[src/rtl/csrdt_pkg.sv]
// ----------------------------------------------------------------------------
// csrdt_pkg
// Shared types and constants for the sparse-times-dense-transpose engine.
// ----------------------------------------------------------------------------
package csrdt_pkg;

  localparam int VAL_W    = 32;
  localparam int SUM_W    = 64;
  localparam int ROW_W    = 32;
  localparam int DROW_W   = 4;
  localparam int INNER_W  = 10;
  localparam int CNT_W    = 5;
  localparam int ACC_SLOTS = 16;
  localparam int ACC_W    = $clog2(ACC_SLOTS);

  localparam int DEF_MAX_OUT_COLUMNS = 16;
  localparam int DEF_MAX_INNER       = 1024;

  localparam logic [CNT_W-1:0] COLS_RESET = CNT_W'(16);

  localparam logic [1:0] OP_LOAD  = 2'd0;
  localparam logic [1:0] OP_NZ    = 2'd1;
  localparam logic [1:0] OP_CLOSE = 2'd2;

  typedef enum logic [1:0] {
    ST_IDLE,
    ST_MAC,
    ST_DRAIN,
    ST_EMIT
  } state_t;

  typedef struct packed {
    logic             mul_en;
    logic [ACC_W-1:0] mul_k;
    logic             clear;
    logic [ACC_W-1:0] rd_idx;
  } mac_ctl_t;

endpackage

[src/rtl/csrdt_mac.sv]
// ----------------------------------------------------------------------------
// csrdt_mac
// Shared multiplier with registered product, saturating accumulate into a
// bank of per-column accumulators.
// ----------------------------------------------------------------------------
module csrdt_mac
  import csrdt_pkg::*;
(
  input  logic                    clk,
  input  logic                    rst_n,
  input  mac_ctl_t                ctl,
  input  logic signed [VAL_W-1:0] dense_word,
  input  logic signed [VAL_W-1:0] sparse_val,
  output logic signed [SUM_W-1:0] rd_sum,
  output logic                    busy
);

  logic signed [SUM_W-1:0] prod_r;
  logic                    prod_v_r;
  logic [ACC_W-1:0]        prod_k_r;
  logic signed [SUM_W-1:0] acc_r [ACC_SLOTS];
  logic signed [SUM_W:0]   sum_wide;
  logic signed [SUM_W-1:0] sum_sat;

  always_ff @(posedge clk) begin
    if (!rst_n) begin
      prod_v_r <= 1'b0;
    end else begin
      prod_v_r <= ctl.mul_en;
    end
  end

  always_ff @(posedge clk) begin
    if (ctl.mul_en) begin
      prod_r   <= SUM_W'(dense_word * sparse_val);
      prod_k_r <= ctl.mul_k;
    end
  end

  always_comb begin
    sum_wide = {acc_r[prod_k_r][SUM_W-1], acc_r[prod_k_r]} + {prod_r[SUM_W-1], prod_r};
    if (sum_wide[SUM_W] != sum_wide[SUM_W-1]) begin
      sum_sat = sum_wide[SUM_W] ? {1'b1, {(SUM_W-1){1'b0}}} : {1'b0, {(SUM_W-1){1'b1}}};
    end else begin
      sum_sat = sum_wide[SUM_W-1:0];
    end
  end

  always_ff @(posedge clk) begin
    if (!rst_n || ctl.clear) begin
      for (int i = 0; i < ACC_SLOTS; i++) begin
        acc_r[i] <= '0;
      end
    end else if (prod_v_r) begin
      acc_r[prod_k_r] <= sum_sat;
    end
  end

  assign rd_sum = acc_r[ctl.rd_idx];
  assign busy   = prod_v_r;

endmodule

[config.mk]
export PLATFORM = sky130hd
export DESIGN_NAME = csrdt_mac
export DESIGN_NICKNAME = d
export VERILOG_FILES = /design/src/rtl/csrdt_pkg.sv /design/src/rtl/csrdt_mac.sv
export SDC_FILE = /design/constraint.sdc
export NUM_CORES = 2
export LEC_CHECK = 0
export BUFFER_PORTS_ARGS = -buffer_cell sky130_fd_sc_hd__buf_2
export CORE_MARGIN = 4
export CORE_UTILIZATION = 55
export DETAILED_ROUTE_END_ITERATION = 6
export HOLD_SLACK_MARGIN = 0.05
export PLACE_DENSITY_LB_ADDON = 0.12
export SYNTH_ARGS = -nofsm -noshare
export SYNTH_HDL_FRONTEND = slang
export SYNTH_SLANG_ARGS = --single-unit
export TNS_END_PERCENT = 100
[constraint.sdc]
create_clock -name clk -period 8.3 [get_ports clk]
set_clock_uncertainty 0.1 [all_clocks]
set_input_delay 0.83 -clock clk [delete_from_list [all_inputs] [get_ports clk]]
set_output_delay 0.83 -clock clk [all_outputs]
set_load 0.03 [all_outputs]
==> flow_summary.toml <==
[die]
die_w_um = 420.4
core_sq_um = 169300
die_h_um = 420.4
initial_utilization = 0.5525
num_io_pins = 141
rows = 151
dieArea_sq_um = 176700

[setup_path]
startpoint_type = "input pin"
worst-path-stages = 27
arrival_ns = 8.37
crit_buf_inv = 7
critPathKind = "in2reg"
crit_path_end_kind = "flip-flop"
startpoint = "sparse_val[5]"
cpPeakStageDelay_ns = 0.65
rr_worst_depth = 16
crit_required_ns = 8.65
critPathTopFamily = "adder cells"
rrSetupSlack_ns = 1.17
critical_path.most_common_cell = "fa_1"
cp_max_fo = 17
cp_slowest_cell = "fa_2"
rr_endpoint = "acc_r[11][49]"
cp-endpoint = "prod_r[63]"

[timing]
max_freq_ghz = 0.1247
maxSlewHeadroom = 0.1952
rsz0062_at_grt = "no"
setup_viol = 0
post-route-period-util = 0.9660
period_minus_slack_ns = 8.018
finalHoldViolCount = 0
setup_ws_ns = 0.2819
finalMaxSlewViolations = 0
worst_pin_slew_ns = 1.207

[cts]
cts_resized = 0
cts-root-buf = "clkbuf_16"
clk_latency_ns = 0.72
cts_sinks = 1097
clk_pin_slew_ns = 0.07
cts.hold.buffers_added = 0
cts_buffer_depth = 3
cts_tree = "done"
post_cts_buffers = 0
numCtsBuffers = 103
cts_max_level = 3

[detailed_routing]
drc_errors = 0
dr_total_vias = 62559
finalWirelength_um = 275500
viasPerCell = 6.130
ant_nets = 0
drt_iter0_drc = 6744
firstDrtPassIters = 7
drt-wirelength-per-cell_um = 26.99

[global_route]
track_usage = 0.3197
grt_pass1_wl_um = 417200
grt_pass1_vias = 66023
grt_remaining_overflow = 0
grt_max_degree = 127
antenna_found_initial = 8

[yosys]
netlist_area_sq_um = 93530
syn_avg_cell_area_sq_um = 12.11
yosysWarnings = 0
synthFlopType = "edfxtp_1"
synth.yosys.seq_area_share = 0.3517
ys_types = 85
synth_edf_count = 1092
ys_ff_latch = 1097
ys_async_sr_fraction = 0
synth_nets = 9131
syn_inst = 7724

[worst_hold_path]
hold_start = "ctl[6]"
hp-class = "in2reg"

[final_layout]
fillers = 13363
final_cells = 10206
mostFrequentLayoutCell = "nor2_1"
layout-drive-gt1-share = 0.1934
layout_common_cells = "1114 x nor2_1, 1092 x edfxtp_1, 1080 x fa_1"
nNetsFinal = 9306
synthToLayoutAreaGrowth_pct = 10.11
post-route-cell-area_sq_um = 103000

[run]
max-cap-violations = 0

[placed_design]
hpwl_um = 193100
post-place-ws_ns = -0.6653
port_buffers = 140
gp_congestion = 0.9324
dp_cells = 10012
placed_area_sq_um = 99520

[status]
outcome = "completed"
## routing by layer
layer / vias to the layer above / part of all wire / GRT usage
li1: 26217 / - / -
met1: 32531 / 0.38 / 0.4317
met2: 3186 / 0.49 / 0.5336
met3: 619 / 0.091 / 0.04958
met4: 6 / 0.040 / 0.1116
met5: - / 0.00011 / 0
## stage by stage
stage                       util  hold WS, ns  TNS, ns
final                     0.6084       0.2328        0
after global routing      0.6083       0.2316        0
after CTS                 0.6081       0.1933        0
after detailed placement  0.5879       0.4705   -5.616
after global placement    0.5879       0.4598   -4.297
after floorplan                -       0.4346        0
## how the worst min path moves through the flow
stage               cells after the start          end  slack [ns]
floorplan                               1    flip-flop        0.43
global placement                        1    flip-flop        0.46
detailed placement                      1    flip-flop        0.47
CTS                                     1  prod_k_r[1]        0.19
global route                            1  prod_k_r[1]        0.23
finish                                  1  prod_k_r[1]        0.23
## cell usage after synthesis (all sizes together), types with 7 or more instances
cell	instances	area [sq um]
edfxtp	1092	32790
nand3	52	320.3
inv	1048	3934
xor2	41	359.1
xnor2	86	753.2
o21a	16	121.4
and3	16	105.1
ha	248	3103
nor2	1144	4369
and2	510	3191
nor3	26	135.1
a21oi	158	850.8
o211ai	16	125.1
a211oi	16	125.1
or2	7	43.80
nor2b	16	100.1
o21ai	85	436.7
o21bai	19	142.6
buf	154	730.7
mux4	640	14410
nand2	619	2323
clkbuf	399	1499
fa	1083	21680
nand2b	23	143.9
a21o	63	473.0
a31oi	14	93.84
nand4	23	143.9
## logic make-up after synthesis
logic type / count (synthesis) / share of synthesized area
DFF: 1097 / 0.3517
xor gates and xnor gates: 127 / 0.01189
AOI/OAI and AO/OA: 462 / 0.03245
and+or+nand+nor: 2457 / 0.1180
muxes: 645 / 0.1547
adders and majority gates: 1335 / 0.2654
buffers and inverters: 1601 / 0.06590
## sequential cells by signal (all words and copies together) (netlist names), named ones only
name / cells
prod_r: 64
prod_k_r: 4
acc_r: 1024
busy: 1
## cell type report
type                    instances  area, sq um  share of cell area
flip-flops and latches       1097        32910              0.3195
diodes                          5        12.51           0.0001215
multi-input cells            5026        54800              0.5321
well taps                    2218         2775             0.02695
clock buffers                 124         2699             0.02621
repair buffers                623         5129             0.04980
inverters                    1048         3938             0.03823
clock inverters                65        728.2            0.007071
Power is left out: the tool's default activity adds up to more than one toggle a clock period on the data nets, which glitch-free logic cannot reach.
